===== src/rtl/stc_pkg.sv =====
// ----------------------------------------------------------------------------
// stc_pkg
// Types and fixed constants shared by the travel calibrator and its divider.
// ----------------------------------------------------------------------------
package stc_pkg;

    localparam int unsigned DIV_W  = 20;
    localparam int unsigned DIV_CW = $clog2(DIV_W);

    localparam logic [15:0] MAX16       = 16'hFFFF;
    localparam logic [18:0] MAX19       = 19'h7FFFF;
    localparam logic [19:0] MAX20       = 20'hFFFFF;
    localparam logic [19:0] RATIO_RESET = 20'd204;
    localparam logic [3:0]  MULT_RESET  = 4'd4;

    typedef enum logic [1:0] {
        MODE_IDLE = 2'd0,
        MODE_SEEK = 2'd1,
        MODE_DOWN = 2'd2,
        MODE_UP   = 2'd3
    } t_mode;

    typedef enum logic [3:0] {
        S_WAIT_IN,
        S_CALC,
        S_CHECK,
        S_HALF,
        S_SUM,
        S_FINAL,
        S_AVG_GO,
        S_AVG_WAIT,
        S_RAT_GO,
        S_RAT_WAIT,
        S_EMIT
    } t_state;

    typedef struct packed {
        logic             start;
        logic [DIV_W-1:0] dividend;
        logic [DIV_W-1:0] divisor;
    } t_div_req;

    typedef struct packed {
        logic             busy;
        logic             done;
        logic [DIV_W-1:0] quotient;
    } t_div_rsp;

endpackage


===== src/rtl/stc_divider.sv =====
// ----------------------------------------------------------------------------
// stc_divider
// Bit-serial restoring divider: one quotient bit per cycle, MSB first.
// ----------------------------------------------------------------------------
module stc_divider (
    input  logic              i_clk,
    input  logic              i_rst_n,
    input  stc_pkg::t_div_req i_req,
    output stc_pkg::t_div_rsp o_rsp
);
    import stc_pkg::*;

    logic              r_busy, n_busy;
    logic              r_done, n_done;
    logic [DIV_CW-1:0] r_cnt, n_cnt;
    logic [DIV_W-1:0]  r_rem, n_rem;
    logic [DIV_W-1:0]  r_quo, n_quo;
    logic [DIV_W-1:0]  r_dsr, n_dsr;
    logic [DIV_W:0]    trial;
    logic [DIV_W:0]    diff;

    // dividend bits shift out of the top of r_quo as quotient bits enter below
    assign trial = {r_rem, r_quo[DIV_W-1]};
    assign diff  = trial - {1'b0, r_dsr};

    always_comb begin
        n_busy = r_busy;
        n_done = 1'b0;
        n_cnt  = r_cnt;
        n_rem  = r_rem;
        n_quo  = r_quo;
        n_dsr  = r_dsr;
        if (i_req.start && !r_busy) begin
            n_busy = 1'b1;
            n_cnt  = '0;
            n_rem  = '0;
            n_quo  = i_req.dividend;
            n_dsr  = i_req.divisor;
        end else if (r_busy) begin
            if (!diff[DIV_W]) begin
                n_rem = diff[DIV_W-1:0];
                n_quo = {r_quo[DIV_W-2:0], 1'b1};
            end else begin
                n_rem = trial[DIV_W-1:0];
                n_quo = {r_quo[DIV_W-2:0], 1'b0};
            end
            n_cnt = r_cnt + 1'b1;
            if (r_cnt == DIV_CW'(DIV_W-1)) begin
                n_busy = 1'b0;
                n_done = 1'b1;
            end
        end
    end

    always_ff @(posedge i_clk) begin
        if (!i_rst_n) begin
            r_busy <= 1'b0;
            r_done <= 1'b0;
            r_cnt  <= '0;
        end else begin
            r_busy <= n_busy;
            r_done <= n_done;
            r_cnt  <= n_cnt;
        end
        r_rem <= n_rem;
        r_quo <= n_quo;
        r_dsr <= n_dsr;
    end

    assign o_rsp.busy     = r_busy;
    assign o_rsp.done     = r_done;
    assign o_rsp.quotient = r_quo;

endmodule


===== src/rtl/stepper_travel_calibrator.sv =====
// ----------------------------------------------------------------------------
// stepper_travel_calibrator
// Travel calibration sequencer for a stepper-driven door.
// ----------------------------------------------------------------------------
// Usage: one input transfer per motor tick (start request, both limit
// switches, encoder pulse count) produces exactly one result transfer
// (coil phase, coil update, mode, stall flag, calibrated flag, round,
// average and step ratio), in order. The stall multiplier is to be written
// through i_cfg_we/i_cfg_wdata only while the block is idle; the block does
// not enforce this. An ordinary tick passes the calc state on its way to
// the result register; a pass that steps also checks for a stall, and an
// up pass that reaches the top limit first folds the half-sum into the
// round sum. The tick that closes the last round then runs the bit-serial
// divider twice (round sum / ROUNDS, then steps / average, when nonzero).
// Input stall is low only while the sequencer waits for a tick; results sit
// in an output register, so the next tick is taken while one waits there.
// If the receiver stalls, the finished tick holds until the register frees.
// Synchronous reset restores mode idle, phase 0, ratio 204, multiplier 4,
// and empties the output register.
// ----------------------------------------------------------------------------
module stepper_travel_calibrator #(
    parameter int PHASES = 8,
    parameter int ROUNDS = 3
) (
    input  logic        i_clk,
    input  logic        i_rst_n,
    input  logic        i_cfg_we,
    input  logic [3:0]  i_cfg_wdata,
    input  logic        i_in_valid,
    output logic        o_in_stall,
    input  logic        i_start_request,
    input  logic        i_top_limit_hit,
    input  logic        i_bottom_limit_hit,
    input  logic [3:0]  i_encoder_pulses,
    output logic        o_out_valid,
    input  logic        i_out_stall,
    output logic [2:0]  o_coil_phase,
    output logic        o_coil_update,
    output logic [1:0]  o_mode_code,
    output logic        o_stall_error,
    output logic        o_is_calibrated,
    output logic [2:0]  o_round_number,
    output logic [15:0] o_average_count,
    output logic [19:0] o_step_ratio
);
    import stc_pkg::*;

    t_state      r_state, n_state;
    t_mode       r_mode, n_mode;
    logic [3:0]  r_mult;
    logic [2:0]  r_phase, n_phase;
    logic [2:0]  r_round, n_round;
    logic [15:0] r_pass, n_pass;
    logic [15:0] r_down, n_down;
    logic [18:0] r_rsum, n_rsum;
    logic [19:0] r_rsteps, n_rsteps;
    logic [19:0] r_ssp, n_ssp;
    logic [19:0] r_ratio, n_ratio;
    logic [15:0] r_avg, n_avg;
    logic        r_done, n_done;
    logic        r_upd, n_upd;
    logic        r_stl, n_stl;
    logic [15:0] r_half, n_half;
    logic [23:0] r_limit;

    logic        r_start, r_top, r_bot;
    logic [3:0]  r_pulses;
    logic        r_out_valid;

    logic        in_xfer, out_xfer, emit;
    logic        upward, at_limit, is_pass;
    logic [2:0]  phase_up, phase_dn;
    logic [16:0] pass_sum;
    logic [16:0] half_sum;
    logic [19:0] rsum_sum;

    t_div_req    div_req;
    t_div_rsp    div_rsp;

    stc_divider u_div (
        .i_clk   (i_clk),
        .i_rst_n (i_rst_n),
        .i_req   (div_req),
        .o_rsp   (div_rsp)
    );

    assign in_xfer  = i_in_valid && !o_in_stall;
    assign out_xfer = r_out_valid && !i_out_stall;
    assign o_in_stall = (r_state != S_WAIT_IN);
    assign emit = (r_state == S_EMIT) && (!r_out_valid || !i_out_stall);

    assign upward   = (r_mode == MODE_UP) || (r_mode == MODE_SEEK);
    assign is_pass  = (r_mode == MODE_DOWN) || (r_mode == MODE_UP);
    assign at_limit = upward ? r_top : r_bot;
    assign phase_up = (r_phase == 3'(PHASES-1)) ? 3'd0 : r_phase + 3'd1;
    assign phase_dn = (r_phase == 3'd0) ? 3'(PHASES-1) : r_phase - 3'd1;
    assign pass_sum = {1'b0, r_pass} + {13'd0, r_pulses};
    assign half_sum = {1'b0, r_down} + {1'b0, r_pass};
    assign rsum_sum = {1'b0, r_rsum} + {4'd0, r_half};

    // next state
    always_comb begin
        n_state = r_state;
        case (r_state)
            S_WAIT_IN: if (in_xfer) n_state = S_CALC;
            S_CALC: begin
                if (r_mode == MODE_IDLE || r_mode == MODE_SEEK) n_state = S_EMIT;
                else if (!at_limit) n_state = S_CHECK;
                else if (r_mode == MODE_DOWN) n_state = S_EMIT;
                else n_state = S_HALF;
            end
            S_CHECK:   n_state = S_EMIT;
            S_HALF:    n_state = S_SUM;
            S_SUM:     n_state = S_FINAL;
            S_FINAL: begin
                if (r_round >= 3'(ROUNDS-1)) n_state = S_AVG_GO;
                else n_state = S_EMIT;
            end
            S_AVG_GO:  n_state = S_AVG_WAIT;
            S_AVG_WAIT: begin
                if (div_rsp.done) begin
                    if (div_rsp.quotient[15:0] == 16'd0) n_state = S_EMIT;
                    else n_state = S_RAT_GO;
                end
            end
            S_RAT_GO:  n_state = S_RAT_WAIT;
            S_RAT_WAIT: if (div_rsp.done) n_state = S_EMIT;
            S_EMIT:    if (emit) n_state = S_WAIT_IN;
            default:   n_state = S_WAIT_IN;
        endcase
    end

    // datapath and divider requests
    always_comb begin
        n_mode   = r_mode;
        n_phase  = r_phase;
        n_round  = r_round;
        n_pass   = r_pass;
        n_down   = r_down;
        n_rsum   = r_rsum;
        n_rsteps = r_rsteps;
        n_ssp    = r_ssp;
        n_ratio  = r_ratio;
        n_avg    = r_avg;
        n_done   = r_done;
        n_upd    = r_upd;
        n_stl    = r_stl;
        n_half   = r_half;
        div_req.start    = 1'b0;
        div_req.dividend = {1'b0, r_rsum};
        div_req.divisor  = DIV_W'(ROUNDS);
        case (r_state)
            S_WAIT_IN: begin
                if (in_xfer) begin
                    n_upd = 1'b0;
                    n_stl = 1'b0;
                end
            end
            S_CALC: begin
                if (r_mode == MODE_IDLE) begin
                    if (r_start && !r_done) n_mode = MODE_SEEK;
                end else begin
                    if (!at_limit) begin
                        n_phase  = upward ? phase_up : phase_dn;
                        n_rsteps = (r_rsteps == MAX20) ? r_rsteps : r_rsteps + 20'd1;
                        n_ssp    = (r_ssp == MAX20) ? r_ssp : r_ssp + 20'd1;
                        n_upd    = 1'b1;
                    end
                    if (r_pulses != 4'd0) begin
                        n_ssp = '0;
                        if (is_pass) n_pass = pass_sum[16] ? MAX16 : pass_sum[15:0];
                    end
                    if (r_mode == MODE_SEEK) begin
                        if (r_top) begin
                            n_round  = '0;
                            n_rsum   = '0;
                            n_pass   = '0;
                            n_rsteps = '0;
                            n_mode   = MODE_DOWN;
                        end
                    end else if (at_limit && r_mode == MODE_DOWN) begin
                        n_down = (r_pulses != 4'd0)
                                 ? (pass_sum[16] ? MAX16 : pass_sum[15:0]) : r_pass;
                        n_pass = '0;
                        n_mode = MODE_UP;
                    end
                end
            end
            S_CHECK: begin
                if ({4'd0, r_ssp} > r_limit) begin
                    n_phase = '0;
                    n_done  = 1'b0;
                    n_mode  = MODE_IDLE;
                    n_stl   = 1'b1;
                end
            end
            S_HALF: n_half = half_sum[16:1];
            S_SUM: begin
                n_rsum = rsum_sum[19] ? MAX19 : rsum_sum[18:0];
                n_pass = '0;
            end
            S_FINAL: begin
                if (r_round < 3'(ROUNDS-1)) begin
                    n_round  = r_round + 3'd1;
                    n_rsteps = '0;
                    n_mode   = MODE_DOWN;
                end
            end
            S_AVG_GO: div_req.start = 1'b1;
            S_AVG_WAIT: begin
                if (div_rsp.done) begin
                    n_avg = div_rsp.quotient[15:0];
                    if (div_rsp.quotient[15:0] == 16'd0) begin
                        n_ratio = MAX20;
                        n_done  = 1'b1;
                        n_mode  = MODE_IDLE;
                    end
                end
            end
            S_RAT_GO: begin
                div_req.start    = 1'b1;
                div_req.dividend = r_rsteps;
                div_req.divisor  = {4'd0, r_avg};
            end
            S_RAT_WAIT: begin
                if (div_rsp.done) begin
                    n_ratio = div_rsp.quotient;
                    n_done  = 1'b1;
                    n_mode  = MODE_IDLE;
                end
            end
            S_EMIT: ;
            default: ;
        endcase
    end

    always_ff @(posedge i_clk) begin
        if (!i_rst_n) begin
            r_state     <= S_WAIT_IN;
            r_mode      <= MODE_IDLE;
            r_mult      <= MULT_RESET;
            r_phase     <= '0;
            r_round     <= '0;
            r_pass      <= '0;
            r_down      <= '0;
            r_rsum      <= '0;
            r_rsteps    <= '0;
            r_ssp       <= '0;
            r_ratio     <= RATIO_RESET;
            r_avg       <= '0;
            r_done      <= 1'b0;
            r_upd       <= 1'b0;
            r_stl       <= 1'b0;
            r_out_valid <= 1'b0;
        end else begin
            r_state  <= n_state;
            r_mode   <= n_mode;
            r_phase  <= n_phase;
            r_round  <= n_round;
            r_pass   <= n_pass;
            r_down   <= n_down;
            r_rsum   <= n_rsum;
            r_rsteps <= n_rsteps;
            r_ssp    <= n_ssp;
            r_ratio  <= n_ratio;
            r_avg    <= n_avg;
            r_done   <= n_done;
            r_upd    <= n_upd;
            r_stl    <= n_stl;
            if (i_cfg_we) r_mult <= i_cfg_wdata;
            if (emit) r_out_valid <= 1'b1;
            else if (out_xfer) r_out_valid <= 1'b0;
        end
        r_half  <= n_half;
        // stall threshold, registered ahead of the compare
        r_limit <= r_ratio * r_mult;
        if (in_xfer) begin
            r_start  <= i_start_request;
            r_top    <= i_top_limit_hit;
            r_bot    <= i_bottom_limit_hit;
            r_pulses <= i_encoder_pulses;
        end
        if (emit) begin
            o_coil_phase    <= r_phase;
            o_coil_update   <= r_upd;
            o_mode_code     <= r_mode;
            o_stall_error   <= r_stl;
            o_is_calibrated <= r_done;
            o_round_number  <= r_round;
            o_average_count <= r_avg;
            o_step_ratio    <= r_ratio;
        end
    end

    assign o_out_valid = r_out_valid;

    a_stall_goes_idle: assert property (@(posedge i_clk) disable iff (!i_rst_n)
        (o_out_valid && o_stall_error) |-> (o_mode_code == MODE_IDLE && !o_is_calibrated))
        else $error("stall result not idle or still calibrated");

    a_idle_update_is_stall: assert property (@(posedge i_clk) disable iff (!i_rst_n)
        (o_out_valid && o_coil_update && o_mode_code == MODE_IDLE) |-> o_stall_error)
        else $error("coil driven in idle without a stall");

    a_div_start_free: assert property (@(posedge i_clk) disable iff (!i_rst_n)
        div_req.start |-> !div_rsp.busy)
        else $error("divider started while busy");

    a_emit_only_when_free: assert property (@(posedge i_clk) disable iff (!i_rst_n)
        emit |-> (!r_out_valid || out_xfer))
        else $error("result register overwritten");

endmodule


===== config.mk =====
export PLATFORM = sky130hd
export DESIGN_NAME = stepper_travel_calibrator
export DESIGN_NICKNAME = d
export VERILOG_FILES = /design/src/rtl/stc_pkg.sv /design/src/rtl/stc_divider.sv /design/src/rtl/stepper_travel_calibrator.sv
export SDC_FILE = /design/constraint.sdc
export NUM_CORES = 1
export LEC_CHECK = 0
export ABC_AREA = 1
export BUFFER_PORTS_ARGS = -buffer_cell sky130_fd_sc_hd__buf_4
export CORE_MARGIN = 10
export CORE_UTILIZATION = 63
export DETAILED_ROUTE_END_ITERATION = 6
export PLACE_DENSITY = 0.77
export SLEW_MARGIN = 30
export SYNTH_ARGS = -nofsm -noshare
export SYNTH_HDL_FRONTEND = slang
export SYNTH_SLANG_ARGS = --single-unit

===== constraint.sdc =====
create_clock -name i_clk -period 4.02 [get_ports i_clk]
set_clock_uncertainty 0.1 [all_clocks]
set_input_delay 0 -clock i_clk [delete_from_list [all_inputs] [get_ports i_clk]]
set_output_delay 0 -clock i_clk [all_outputs]
set_load 0.02 [all_outputs]

# == After elaboration in Yosys (flattened, before gate mapping) ==
# Cells that the tools add are included.
# classes
addsub,10
multipliers,1
order_cmp,3
n_eq_ne,33
n_mux,85
n_bitwise,4
reduce_logical,48
# ops
operator,n
$mux 20,15
$mux 16,8
$pmux 20 s2,2
$mux 19,4
$pmux 4 s11,1
$add 20x1->20 const B,2
$eq 20x20->1 const B,2
$mux 40,1
$pmux 19 s2,1
$mux 4,8
$pmux 16 s2,1
$mux 3,10
$reduce_and 4->1,7
$gt 20x24->1,1
$mul 20x4->24,1
$mux 2,11
$sub 21x20->21,1
$add 19x16->20,1
$ne 2x2->1 const B,9
$add 16x16->17,1
$add 16x4->17,1
$mux 1,17
$eq 4x3->1 const B,4
$logic_not 16->1,1
other kinds (36),74
# word_totals
register_bits,308
input_bits,16
output_inout_bits,49
word_cells,221

# == Longest topological paths before layout ==
# Gate-level depths: netlist (run 1).
# logic_depth
depth_word,8
depth_mapped,17
mapped_depth_nobuf,17

# == By module ==
# A second synthesis (run 1) with hierarchy kept.
# hier_totals
hier_cells,2716
hier_area_um2,19715.2
# by_module_without_submodules
mod,instances,cells_each,area_each_um2,seq_area_each_um2
stepper_travel_calibrator,1,2129,15506.1,5525.3
stc_divider,1,587,4209.0,1741.7

# == Least setup slack after synthesis (run 1) ==
# Ideal clock, no wire load.
# synth_path
kind,reg-to-reg
start,register r_state[1]
end,register o_average_count[0] (enable)
setup_time_ps,452
t_arrival_ps,2768
path_slack_ps,700
path_stages_with_launch,7
period_less_slack_ps,3320
path_cell_list,dfxtp_1 -> inv_1 -> nor2_1 -> inv_1 -> nor2_1 -> inv_1 -> nor2_1
# synth_between
elab_chain_len,2
# synth_rtl
element,line_no,text
"start, declared",stepper_travel_calibrator.sv:48,"t_state r_state, n_state;"
"start signal, assigned",stepper_travel_calibrator.sv:256,r_state <= n_state;
$eq 4x4->1,stepper_travel_calibrator.sv:90,assign emit = (r_state == S_EMIT) && (!r_out_valid || !i_out_stall);
$logic_and 1x1->1,stepper_travel_calibrator.sv:90,
via emit,stepper_travel_calibrator.sv:70,"logic in_xfer, out_xfer, emit;"
"end signal, assigned",stepper_travel_calibrator.sv:290,o_average_count <= r_avg;
"end, declared",stepper_travel_calibrator.sv:43,"output logic [15:0] o_average_count,"
# The timed path passes the listed nets, and every way through them passes these cells.
# A chain may end at the register's enable or synchronous reset.

# == Worst setup path after layout (run 1) ==
# layout_path
start,register r_mult[2]
end,register r_limit[19]
# layout_between
elab_chain_len,1
# layout_rtl
element,line_no,text
"start, declared",stepper_travel_calibrator.sv:50,logic [3:0] r_mult;
"start signal, assigned",stepper_travel_calibrator.sv:270,if (i_cfg_we) r_mult <= i_cfg_wdata;
$mul 20x4->24,stepper_travel_calibrator.sv:276,r_limit <= r_ratio * r_mult;
"end signal, assigned",stepper_travel_calibrator.sv:276,
"end, declared",stepper_travel_calibrator.sv:64,logic [23:0] r_limit;
# Every way passes these cells.

==> summary.txt, run 1 <==
YOSYS
--------------------------------------------------------------------------------
Post-synthesis instance area                                          19,110 µm²
Most repeated cell in the gate-level netlist after synthesis        sky130_fd_sc_hd__nand2_1
Post-Syn Instances                                                         2,589
Syn nets                                                                   2,752
Main synth FF type                                                  sky130_fd_sc_hd__dfxtp_1
Dominant cells by area after synthesis                              sky130_fd_sc_hd__dfxtp_1 (21%), sky130_fd_sc_hd__edfxtp_1 (17%), sky130_fd_sc_hd__nand2_1 (13%)
Share of Yosys cell area claimed by the top area cell type                20.74%
EDFF count, synth                                                            106
Number of warnings issued by yosys                                             0
Sequential share of the synthesized area                                  37.39%
Commonest cells post-synth                                          sky130_fd_sc_hd__nand2_1 (651), sky130_fd_sc_hd__inv_1 (437), sky130_fd_sc_hd__a21oi_1 (237)
Number of synthesized register bits                                          304
Fraction of registers with async set or reset after synthesis                 0%
Avg Inst Size Synth                                                    7.382 µm²
Area leader, netlist                                                sky130_fd_sc_hd__dfxtp_1
Number of distinct library cells after synthesis                              57

STA
--------------------------------------------------------------------------------
Maximum clock frequency                                                268.5 MHz
Max-slew headroom at the worst pin                                        34.12%
Unrepaired setup endpoints after global routing                               no
Worst slew pin tran                                                     988.2 ps
Final count of pins violating max slew                                         0
Endpoints failing setup                                                        0
Ratio of final minimum period to clock period                             92.65%
Tmin final                                                               3724 ps
Hold Vio Cnt, Final                                                            0
TNS Setup                                                                   0 ps

DIE
--------------------------------------------------------------------------------
Die area                                                              37,700 µm²
Die Span Y                                                              194.2 µm
Die X-Extent                                                            194.2 µm
Cell row count                                                                63
I/O pin count                                                                 65
Starting density of the core                                              64.14%
Placeable Area                                                        29,800 µm²

DETAILED ROUTING
--------------------------------------------------------------------------------
Final ANT Viol Nets                                                            0
Total number of vias                                                      17,250
Average wire per standard cell                                          16.61 µm
Final WL                                                               51,110 µm
First-pass iteration count of the detailed router                              7
Via density                                                                5.607
1st-iter DRT viols                                                         1,412
Remaining design rule violation count                                         10

FINAL LAYOUT
--------------------------------------------------------------------------------
Total number of nets in the final design                                   2,826
Filler instances                                                           2,463
Number of inserted diodes                                                      0
Layout area overhead                                                      11.12%
Fraction of final layout cells with drive strength greater than 1         6.699%

PWR
--------------------------------------------------------------------------------
Pwr/cell area                                                       481.2 nW/µm²
Leak                                                                    9.790 nW
Final Total Pwr                                                         10.22 mW
Largest vdd supply drop                                                0.3379 mV

WORST HOLD PATH
--------------------------------------------------------------------------------
Worst min path class                                                   in -> reg
Endpoint with the worst hold slack                                   r_pulses[0]
Hold Startpoint                                                     i_encoder_pulses[0]
Cell depth of the worst hold path                                              2

CLOCK TREE
--------------------------------------------------------------------------------
Cell chosen for the clock root                                      sky130_fd_sc_hd__clkbuf_16
Total clock sinks                                                            304
Later-pin clock latency in the skew report                                530 ps
Total number of H-tree levels                                                  2
CTS Buffer Depth                                                               3
Clock transition at path regs                                              60 ps
Clock tree from TritonCTS                                                   done
Number of clock buffers inserted by TritonCTS                                 34

GRT
--------------------------------------------------------------------------------
Global-route wire length before repair                                 83,730 µm
Number of global-route vias before repair                                 16,500
Remaining global-route overflow                                                0
Number of antenna violations at the first check in global routing              0
All-layer global routing usage                                            26.37%
Maximum number of pins on one net before global-route repair                  73

CRITICAL PATH
--------------------------------------------------------------------------------
Category of the critical setup timing path                            reg -> reg
R2R Setup Slk                                                             300 ps
Worst-path cell with the longest stage delay                        sky130_fd_sc_hd__fa_1
Slowest cell delay on critical path                                       530 ps
Critical Path AT                                                         4010 ps
Worst-path cell chain                                               nand2_1 -> inv_1 -> fa_1 -> inv_1 -> fa_1 -> inv_1 -> ha_1 -> a21oi_1 -> o21ai_0 -> a21oi_1 -> inv_1 -> a21oi_1 -> o21bai_1 -> xor2_1
Worst R2R Start                                                        r_mult[2]
Terminus of the critical flop-to-flop path                           r_limit[19]
Critical Path Source Type                                                   flop
Maximum fanout encountered on the critical timing path                        17
Top cell family by delay on the critical path                        adder cells
Required @ worst endpoint                                                4310 ps
Buffers and inverters on the worst path                                        4
Most used cell along the critical path                              sky130_fd_sc_hd__inv_1
Cells on worst reg2reg path                                                   14
Nature of the critical path endpoint                                        flop

PLACED DESIGN
--------------------------------------------------------------------------------
GP Congestion                                                             0.9321
DP HPWL                                                                37,710 µm
Quantity of I/O buffers inserted on ports                                     64

RUN STATUS
--------------------------------------------------------------------------------
Outcome                                                             finished with violations
Failing checks                                                      design-rule violations

FLOW RUN
--------------------------------------------------------------------------------
Max-cap violations                                                             0

==> where the power goes <==
part	switching (mW)	internal, mW
Clock	1.28	1.83
Sequential	0.320	3.63
Combinational	2.17	0.985
Total	3.77	6.45
==> state kept, by name, summed over array words and instances (netlist names), 4 cells and up <==
register	flops
r_ratio	20
u_div.r_quo	20
u_div.r_rem	20
r_ssp	20
r_rsteps	20
u_div.r_dsr	16
u_div.r_cnt	5
o_average_count	16
r_pass	16
r_rsum	19
r_down	16
r_mult	4
r_limit	24
r_avg	16
r_pulses	4
r_state	4
r_half	16
o_step_ratio	20
==> cell type report <==
type	count	area (µm²)	area share, %
Clock buffer	43	884.6	4.165
Clock inverter	17	210.2	0.9898
Tap cell	390	488.0	2.298
Timing Repair Buffer	103	828.3	3.900
Inverter	443	1665	7.842
Multi-Input combinational cell	1777	10010	47.14
Sequential cell	304	7149	33.67
==> routing by layer <==
layer | part of all wire, % | vias to the layer above | global-route usage (%)
li1 | - | 8543 | -
met1 | 43 | 7924 | 34.55
met2 | 46 | 660 | 43.22
met3 | 7.0 | 127 | 3.579
met4 | 3.8 | 0 | 10.34
met5 | 0 | - | 0
==> kinds of logic after synthesis <==
group | Yosys count | share of synthesized area (%)
fa+ha+maj | 147 | 11.19
xor+xnor | 66 | 3.025
compound gates | 461 | 13.11
buf+inv | 508 | 10.33
simple gates | 1103 | 24.95
flops | 304 | 37.39
==> through the flow <==
stage	cell area [µm²]	hold WS (ps)	std cells	utilization [%]	setup slack, ps
3_5_place_dp	19920	79.73	2995	66.85	246.4
3_3_place_gp	19920	79.42	2995	66.84	300.0
2_1_floorplan	19110	-1.131	2589	-	699.7
4_1_cts	21230	100.7	3077	71.26	201.2
5_1_grt	21240	113.8	3077	71.27	69.11
6_report	21240	111.7	3077	71.27	295.5
==> cell usage in the layout, fill, tap and decap left out, types with 81 or more instances in the layout <==
cell type / n
sky130_fd_sc_hd__dfxtp_1: 196
sky130_fd_sc_hd__buf_4: 81
sky130_fd_sc_hd__edfxtp_1: 106
sky130_fd_sc_hd__nand2_1: 650
sky130_fd_sc_hd__nor2_1: 181
sky130_fd_sc_hd__inv_1: 435
sky130_fd_sc_hd__ha_1: 107
sky130_fd_sc_hd__o21ai_0: 139
sky130_fd_sc_hd__nand3_1: 145
sky130_fd_sc_hd__a21oi_1: 237
==> timing repair <==
item	CTS	global route
hold buffers	22	0
resized for setup	0	1
setup buffers	0	0
endpoints found under the setup margin	0	4
endpoints found under the hold margin	36	0
==> how the worst max path moves through the flow <==
stage,start,to,slack [ps],cells after the start
CTS,r_mult[3],r_limit[19],200,12
global route,r_mult[2],r_limit[18],70,15
floorplan,r_state[1],o_average_count[0],700,6
global placement,r_mult[3],r_limit[19],300,12
finish,r_mult[2],r_limit[19],300,14
detailed placement,r_mult[3],r_limit[19],250,12
Note: power is estimated with default switching activity, not from simulation.
==> run 2, diff against run 1 <==
--- a/config.mk
+++ b/config.mk
@@ -5,7 +5,6 @@
 export SDC_FILE = /design/constraint.sdc
 export NUM_CORES = 1
 export LEC_CHECK = 0
-export ABC_AREA = 1
 export BUFFER_PORTS_ARGS = -buffer_cell sky130_fd_sc_hd__buf_4
 export CORE_MARGIN = 10
 export CORE_UTILIZATION = 63
==> run 2 against run 1 <==
Final cell count is 24% lower. Sequential share of layout area increased by 2.9 points. Non-clock buffer count increased by 24. The flow now finishes without violations. Critical path type unchanged. Flip-flop and latch count is the same. Register-to-register slack lost 250 ps. Critical endpoint is now r_limit[22]. Count of clock-buffer cells in the layout down 8. Highest routed layer unchanged. Area after synthesis shrank 10%.
==> summary.txt, run 2 <==
CRITICAL PATH
--------------------------------------------------------------------------------------------
Slowest cell delay on critical path                                                   530 ps   about the same
Worst-path cell chain                                                           and2_4 -> fa_1 -> inv_1 -> fa_1 -> inv_2 -> ha_4 -> nor2b_4 -> o31a_1 -> o31a_1 -> o41a_1 -> a211oi_2 -> o21ai_2 -> a31o_1 -> a21oi_2 -> xnor2_1
Nature of the critical path endpoint                                                    flop
Required @ worst endpoint                                                            4420 ps   +110 ps
Maximum fanout encountered on the critical timing path                                     8   -9
Worst-path cell with the longest stage delay                                    sky130_fd_sc_hd__fa_1
Top cell family by delay on the critical path                                   compound AO/OA/AOI/OAI gates
Critical Path Source Type                                                               flop
Critical Path AT                                                                     4370 ps   +360 ps
Buffers and inverters on the worst path                                                    2   -2
Category of the critical setup timing path                                        reg -> reg

YOSYS
--------------------------------------------------------------------------------------------
Number of distinct library cells after synthesis                                          86   +51%
Fraction of registers with async set or reset after synthesis                             0%   unchanged
Xor and xnor fraction of the mapped netlist area                                      4.691%   +1.7 points
Number of warnings issued by yosys                                                         0   unchanged
Main synth FF type                                                              sky130_fd_sc_hd__dfxtp_1
Post-Syn Instances                                                                     1,868   -28%
Syn nets                                                                               2,031   -26%
Compound-gate portion of the synthesized area                                         15.66%   +2.6 points
Dominant cells by area after synthesis                                          sky130_fd_sc_hd__dfxtp_1 (23%), sky130_fd_sc_hd__edfxtp_1 (19%), sky130_fd_sc_hd__ha_1 (7.8%)
Dominant combinational cell family by area after synthesis                      simple AND/OR/NAND/NOR gates
Commonest cells post-synth                                                      sky130_fd_sc_hd__dfxtp_1 (198), sky130_fd_sc_hd__nor2_1 (191), sky130_fd_sc_hd__nand2_1 (166)
Most repeated cell in the gate-level netlist after synthesis                    sky130_fd_sc_hd__dfxtp_1
Number of synthesized register bits                                                      304   unchanged
Avg Inst Size Synth                                                                9.195 µm²   +25%
Share of Yosys cell area claimed by the top area cell type                            23.08%   +2.3 points
Post-synthesis instance area                                                      17,180 µm²   -10%
Sequential share of the synthesized area                                              41.61%   +4.2 points
Adder-cell share of the synthesized area                                              12.46%   +1.3 points
Basic-gate share of the synthesized area counting and, or, nand and nor cells         18.34%   -6.6 points
Area leader, netlist                                                            sky130_fd_sc_hd__dfxtp_1
EDFF count, synth                                                                        106   unchanged
Multiplexer share of the synthesized area                                             2.418%   +2.4 points

DETAILED ROUTING
--------------------------------------------------------------------------------------------
First-pass iteration count of the detailed router                                          5   -2
Routed met1 length                                                                 17,470 µm   -20%
Met3 routed WL                                                                       2617 µm   -27%
Met2 wirelength from detailed routing                                              19,950 µm   -16%
Max Used Layer                                                                          met4
Final ANT Viol Nets                                                                        0   unchanged
Via density                                                                            5.984   +6.7%
Average wire per standard cell                                                      17.74 µm   +6.8%
Total number of vias                                                                  13,910   -19%
Final WL                                                                           41,240 µm   -19%
Remaining design rule violation count                                                      0   -10
1st-iter DRT viols                                                                     1,098   -22%

CLOCK TREE
--------------------------------------------------------------------------------------------
Total clock sinks                                                                        304   unchanged
Clock transition at path regs                                                          70 ps   about the same
CTS Buffer Depth                                                                           3   unchanged
Number of clock buffers inserted by TritonCTS                                             31   -8.8%
Total number of H-tree levels                                                              1   -1
Clock tree from TritonCTS                                                               done
Later-pin clock latency in the skew report                                            580 ps   +50 ps
Cell chosen for the clock root                                                  sky130_fd_sc_hd__clkbuf_16

FINAL LAYOUT
--------------------------------------------------------------------------------------------
Layout area overhead                                                                  14.07%
Post-route core utilization                                                           72.91%   +1.6 points
Leading cell type in the layout, fill and taps excluded                         sky130_fd_sc_hd__dfxtp_1
Number of inserted diodes                                                                  0   unchanged
Fraction of final layout cells with drive strength greater than 1                     12.00%   +5.3 points
Commonest non-fill, non-tap cells in the layout                                 sky130_fd_sc_hd__dfxtp_1 (194), sky130_fd_sc_hd__nor2_1 (190), sky130_fd_sc_hd__nand2_1 (166), sky130_fd_sc_hd__a21oi_1 (149), sky130_fd_sc_hd__inv_1 (144)
Total number of nets in the final design                                               2,121   -25%
Largest reg by FF count                                                              r_limit
Largest register FFs                                                                      24   unchanged
Fin area                                                                          19,590 µm²   -7.7%

PLACED DESIGN
--------------------------------------------------------------------------------------------
GP Congestion                                                                         0.8850   -5.1%
Quantity of I/O buffers inserted on ports                                                 64   unchanged
Area post-placement                                                               18,160 µm²   -8.8%
Worst setup timing slack at the placement stage                                    -150.0 ps   -396.4 ps
DP HPWL                                                                            29,210 µm   -23%

RUN STATUS
--------------------------------------------------------------------------------------------
Outcome                                                                         finished, final reports clean

GRT
--------------------------------------------------------------------------------------------
Number of global-route vias before repair                                             13,640   -17%
Number of antenna violations at the first check in global routing                          0   unchanged
Global-route wire length before repair                                             67,720 µm   -19%
Maximum number of pins on one net before global-route repair                              46   -37%
All-layer global routing usage                                                        23.92%   -2.4 points
Remaining global-route overflow                                                            0   unchanged

DIE
--------------------------------------------------------------------------------------------
Starting density of the core                                                          63.91%   -0.23 points
Die area                                                                          34,270 µm²   -9.1%
Die Span Y                                                                          185.1 µm   -4.7%
Placeable Area                                                                    26,880 µm²   -9.8%
Cell row count                                                                            60   -4.8%
Die X-Extent                                                                        185.1 µm   -4.7%
I/O pin count                                                                             65   unchanged

PWR
--------------------------------------------------------------------------------------------
Pwr/cell area                                                                   503.1 nW/µm²   +4.6%
Largest vdd supply drop                                                            0.4702 mV   +39%
Final Total Pwr                                                                     9.858 mW   -3.5%
Leak                                                                                8.064 nW   -18%

FLOW RUN
--------------------------------------------------------------------------------------------
Max-cap violations                                                                         0   unchanged

STA
--------------------------------------------------------------------------------------------
Unrepaired setup endpoints after global routing                                          yes
Max-slew headroom at the worst pin                                                    38.60%   +4.5 points
Maximum clock frequency                                                            251.6 MHz   -6.3%
Worst slew pin tran                                                                 917.6 ps   -70.64 ps
Final count of pins violating max slew                                                     0   unchanged
Tmin final                                                                           3975 ps   +250.1 ps
Min setup slack post-route                                                          45.46 ps   -250.1 ps
Hold Vio Cnt, Final                                                                        0   unchanged
Endpoints failing setup                                                                    0   unchanged
Ratio of final minimum period to clock period                                         98.87%   +6.2 points
TNS Setup                                                                               0 ps   unchanged

WORST HOLD PATH
--------------------------------------------------------------------------------------------
Worst min path class                                                               in -> reg

[run 2: worst reg2reg max path: stages (launching register included)]
cell and delay (ps):
sky130_fd_sc_hd__dfxtp_4 370, sky130_fd_sc_hd__and2_4 160, sky130_fd_sc_hd__fa_1 530, sky130_fd_sc_hd__inv_1 50, sky130_fd_sc_hd__fa_1 480, sky130_fd_sc_hd__inv_2 50, sky130_fd_sc_hd__ha_4 210, sky130_fd_sc_hd__nor2b_4 120
sky130_fd_sc_hd__o31a_1 270, sky130_fd_sc_hd__o31a_1 330, sky130_fd_sc_hd__o41a_1 370, sky130_fd_sc_hd__a211oi_2 300, sky130_fd_sc_hd__o21ai_2 90, sky130_fd_sc_hd__a31o_1 190, sky130_fd_sc_hd__a21oi_2 150, sky130_fd_sc_hd__xnor2_1 140
[run 2: worst paths after layout]
kind | startpoint | end | slack [ps] | cells past startpoint
setup reg to reg | r_mult[1] | r_limit[22] | 50 | 15
setup / recovery | r_mult[1] | r_limit[22] | 50 | 15
hold reg to reg | r_stl | o_stall_error | 350 | 0
hold / removal | i_encoder_pulses[0] | r_pulses[0] | 50 | 2
[run 2: metrics by stage]
stage / hold WS (ps) / instances
after floorplan: -1.131 / 1868
after global placement: 79.68 / 2240
after detailed placement: 79.36 / 2240
after CTS: 32.04 / 2321
after global routing: 55.01 / 2324
final: 51.19 / 2324
[run 2: per-layer routing]
layer / up-vias / global-route usage, %
met5: - / 0
met3: 90 / 3.840
met2: 426 / 41.48
met1: 6640 / 29.59
met4: 0 / 8.062
li1: 6750 / -
[run 2: what timing repair did]
action                                  4_1_cts  5_1_grt
buffers inserted                              4        3
pin swaps                                    21       11
hold endpoints to repair                     51        0
resized for setup                            24       10
endpoints found under the setup margin        2        6
hold buffers                                 19        0
[run 2: logic make-up after synthesis]
group           after synthesis
simple gates                654
compound gates              414
flops                       304
buf+inv                     217
fa+ha+maj                   147
xor+xnor                     92
mux                          40
[run 2: area by class of cell]
class | instances | area, µm²
repair buffers | 127 | 1025
multi-input cells | 1347 | 9385
well taps | 341 | 426.7
clock inverters | 23 | 245.2
clock buffers | 35 | 800.8
inverters | 147 | 551.8
flip-flops and latches | 304 | 7159
fillers | 1966 | 7282
[run 2: power by group]
group / leakage (nW) / switching (mW) / internal (mW)
registers: 2.60 / 0.415 / 3.67
logic: 4.96 / 1.63 / 1.17
clock network: 0.500 / 1.27 / 1.70
total: 8.06 / 3.32 / 6.54
==> run 3, diff against run 2 <==
--- a/config.mk
+++ b/config.mk
@@ -5,10 +5,10 @@
 export SDC_FILE = /design/constraint.sdc
 export NUM_CORES = 1
 export LEC_CHECK = 0
-export BUFFER_PORTS_ARGS = -buffer_cell sky130_fd_sc_hd__buf_4
 export CORE_MARGIN = 10
-export CORE_UTILIZATION = 63
+export CORE_UTILIZATION = 65
 export DETAILED_ROUTE_END_ITERATION = 6
+export DONT_BUFFER_PORTS = 1
 export PLACE_DENSITY = 0.77
 export SLEW_MARGIN = 30
 export SYNTH_ARGS = -nofsm -noshare
==> run 3 against run 2 <==
The run now ends with negative setup slack left. Routed wire length is 2.1% higher. Global-route usage is 0.38 points higher. Die area is 2.7% lower. Via count is 0.81% lower. Design area is 1.6% lower. First-iteration DRC count is 7.5% higher. Utilization is 1.1 points higher. Setup slack worse by 66 ps. Critical path depth is 1 higher.
==> summary.txt, run 3 (synthesized netlist as in run 2, its figures left out) <==
RUN STATUS
--------------------------------------------------------------------------------
Outcome                                                             finished with violations
Failing checks                                                      negative setup slack

CLOCK TREE
--------------------------------------------------------------------------------
Cell chosen for the clock root                                      sky130_fd_sc_hd__clkbuf_16
Total clock sinks                                                            304   unchanged
CTS Buffer Depth                                                               3   unchanged
Clock transition at path regs                                              60 ps   about the same
Number of clock buffers inserted by TritonCTS                                 34   +9.7%
Total number of H-tree levels                                                  2   +1
Later-pin clock latency in the skew report                                520 ps   -60 ps
Clock tree from TritonCTS                                                   done

DETAILED ROUTING
--------------------------------------------------------------------------------
First-pass iteration count of the detailed router                              5   unchanged
Total number of vias                                                      13,790   -0.81%
Via density                                                                6.087   +1.7%
1st-iter DRT viols                                                         1,180   +7.5%
Average wire per standard cell                                          18.58 µm   +4.7%
Remaining design rule violation count                                          0   unchanged
Final WL                                                               42,100 µm   +2.1%
Final ANT Viol Nets                                                            0   unchanged

CRITICAL PATH
--------------------------------------------------------------------------------
Critical Path Source Type                                                   flop
Category of the critical setup timing path                            reg -> reg
Worst-path cell with the longest stage delay                        sky130_fd_sc_hd__fa_1
Critical Path AT                                                         4380 ps   about the same
Required @ worst endpoint                                                4360 ps   -60 ps
Slowest cell delay on critical path                                       500 ps   -30 ps
Maximum fanout encountered on the critical timing path                         4   -4
Nature of the critical path endpoint                                        flop
Worst-path cell chain                                               buf_6 -> and2_4 -> fa_1 -> inv_1 -> fa_1 -> inv_2 -> ha_4 -> o21a_1 -> o31a_1 -> o31a_1 -> o41a_1 -> a211oi_2 -> o21ai_1 -> a31o_1 -> a21oi_2 -> xnor2_1

PWR
--------------------------------------------------------------------------------
Combinational group share of total power                                   27.2%   -1.2 points
Proportion of power drawn by the clock network                             31.3%   +1.1 points
Net switching component of the power                                    3.343 mW   +0.80%
Pwr/cell area                                                       518.4 nW/µm²   +3.0%
Total internal power                                                    6.650 mW   +1.7%
Fraction of power spent switching nets                                    33.45%   -0.19 points
Leak                                                                    7.829 nW   -2.9%
Largest vdd supply drop                                                0.8008 mV   +70%
Sequential share of power                                                  41.6%   about the same

DIE
--------------------------------------------------------------------------------
I/O pin count                                                                 65   unchanged
Die area                                                              33,330 µm²   -2.7%
Cell row count                                                                59   -1.7%
Starting density of the core                                              65.91%   +2.0 points
Die Span Y                                                              182.6 µm   -1.4%
Die X-Extent                                                            182.6 µm   -1.4%
Placeable Area                                                        26,060 µm²   -3.0%

WORST HOLD PATH
--------------------------------------------------------------------------------
Worst min path class                                                   in -> reg

STA
--------------------------------------------------------------------------------
Unrepaired setup endpoints after global routing                              yes
Endpoints failing setup                                                        1   +1
Worst slew pin tran                                                     875.7 ps   -41.92 ps
Maximum clock frequency                                                247.5 MHz   -1.6%
Hold Vio Cnt, Final                                                            0   unchanged
Tmin final                                                               4040 ps   +65.72 ps
Final count of pins violating max slew                                         0   unchanged
Max-slew headroom at the worst pin                                        41.54%   +2.9 points
Hold Slack                                                              15.62 ps   -35.57 ps
Min setup slack post-route                                             -20.25 ps   -65.72 ps
Ratio of final minimum period to clock period                             100.5%   +1.6 points

FINAL LAYOUT
--------------------------------------------------------------------------------
Fraction of final layout cells with drive strength greater than 1         9.534%   -2.5 points
Largest reg by FF count                                                  r_limit
Layout area overhead                                                      12.22%
Largest register FFs                                                          24   unchanged
Fin area                                                              19,270 µm²   -1.6%
Commonest non-fill, non-tap cells in the layout                     sky130_fd_sc_hd__dfxtp_1 (193), sky130_fd_sc_hd__nor2_1 (189), sky130_fd_sc_hd__nand2_1 (166), sky130_fd_sc_hd__a21oi_1 (148), sky130_fd_sc_hd__inv_1 (143)
Total number of nets in the final design                                   2,067   -2.5%
Leading cell type in the layout, fill and taps excluded             sky130_fd_sc_hd__dfxtp_1

GRT
--------------------------------------------------------------------------------
Number of global-route vias before repair                                 13,300   -2.5%
All-layer global routing usage                                            24.30%   +0.38 points
Maximum number of pins on one net before global-route repair                  48   +4.3%
Global-route wire length before repair                                 67,830 µm   +0.16%
Remaining global-route overflow                                                0   unchanged
Number of antenna violations at the first check in global routing              1   +1

FLOW RUN
--------------------------------------------------------------------------------
Max-cap violations                                                             0   unchanged

PLACED DESIGN
--------------------------------------------------------------------------------
Quantity of I/O buffers inserted on ports                                      0   -100%
GP Congestion                                                             0.8973   +1.4%
DP HPWL                                                                29,330 µm   +0.43%
Area post-placement                                                   17,690 µm²   -2.6%

-- run 3: layout make-up --
| cell class | count | area (µm²) |
|---|---|---|
| fillers | 1845 | 6784 |
| inverters | 147 | 551.8 |
| repair buffers | 70 | 616.8 |
| multi-input cells | 1347 | 9392 |
| diodes | 1 | 2.502 |
| clock inverters | 10 | 100.1 |
| well taps | 335 | 419.2 |
| flip-flops and latches | 304 | 7161 |
| clock buffers | 52 | 1032 |
-- run 3: worst max-delay path: cells and delay by family (launching register included) --
kind / cells / cell delay, ps
AOI/OAI and AO/OA: 8 / 1810
DFF: 1 / 350
buffers and inverters: 3 / 210
adders and majority gates: 3 / 1210
xor gates and xnor gates: 1 / 130
and+or+nand+nor: 1 / 150
-- run 3: final timing paths --
kind	slack [ps]	endpoint	cells past startpoint	startpoint
max	-20	r_limit[22]	16	r_mult[1]
min	20	r_pulses[2]	1	i_encoder_pulses[2]
max reg2reg	-20	r_limit[22]	16	r_mult[1]
min reg2reg	340	o_coil_update	0	r_upd
-- run 3: stage by stage --
step / std cells / util, % / setup WS, ps / TNS, ps / total power [mW]
5_1_grt: 2266 / 73.97 / -199.4 / -467.9 / 10.46
3_3_place_gp: 2171 / 67.86 / 50.02 / 0 / 6.696
2_1_floorplan: 1868 / - / 58.06 / 0 / 6.083
4_1_cts: 2263 / 73.73 / -2.061 / -2.061 / 9.977
3_5_place_dp: 2171 / 67.89 / -85.11 / -85.11 / 6.797
6_report: 2266 / 73.97 / -20.25 / -20.25 / 9.993
-- run 3: routing by layer --
metal / vias to the layer above / global-route usage [%] / share of wire, %
met3: 67 / 4.253 / 5.4
met1: 6716 / 30.23 / 43
met5: - / 0 / 0
met2: 363 / 42.40 / 50
li1: 6647 / - / -
met4: 0 / 6.573 / 2.0
-- run 3: what timing repair did --
action,CTS,global route
hold endpoints to repair,175,0
setup buffers,9,2
pin swaps,19,26
endpoints found under the setup margin,2,8
hold buffers,21,0
gates resized for setup,22,11
-- run 3: power by group through the flow --
stage | registers [mW] | clock network, mW | logic, mW
final | 4.15 | 3.12 | 2.72
after global routing | 4.19 | 3.27 | 3.00
after CTS | 4.14 | 3.16 | 2.68
after detailed placement | 4.20 | 0 | 2.59
after global placement | 4.19 | 0 | 2.51
after floorplan | 3.96 | 0 | 2.12
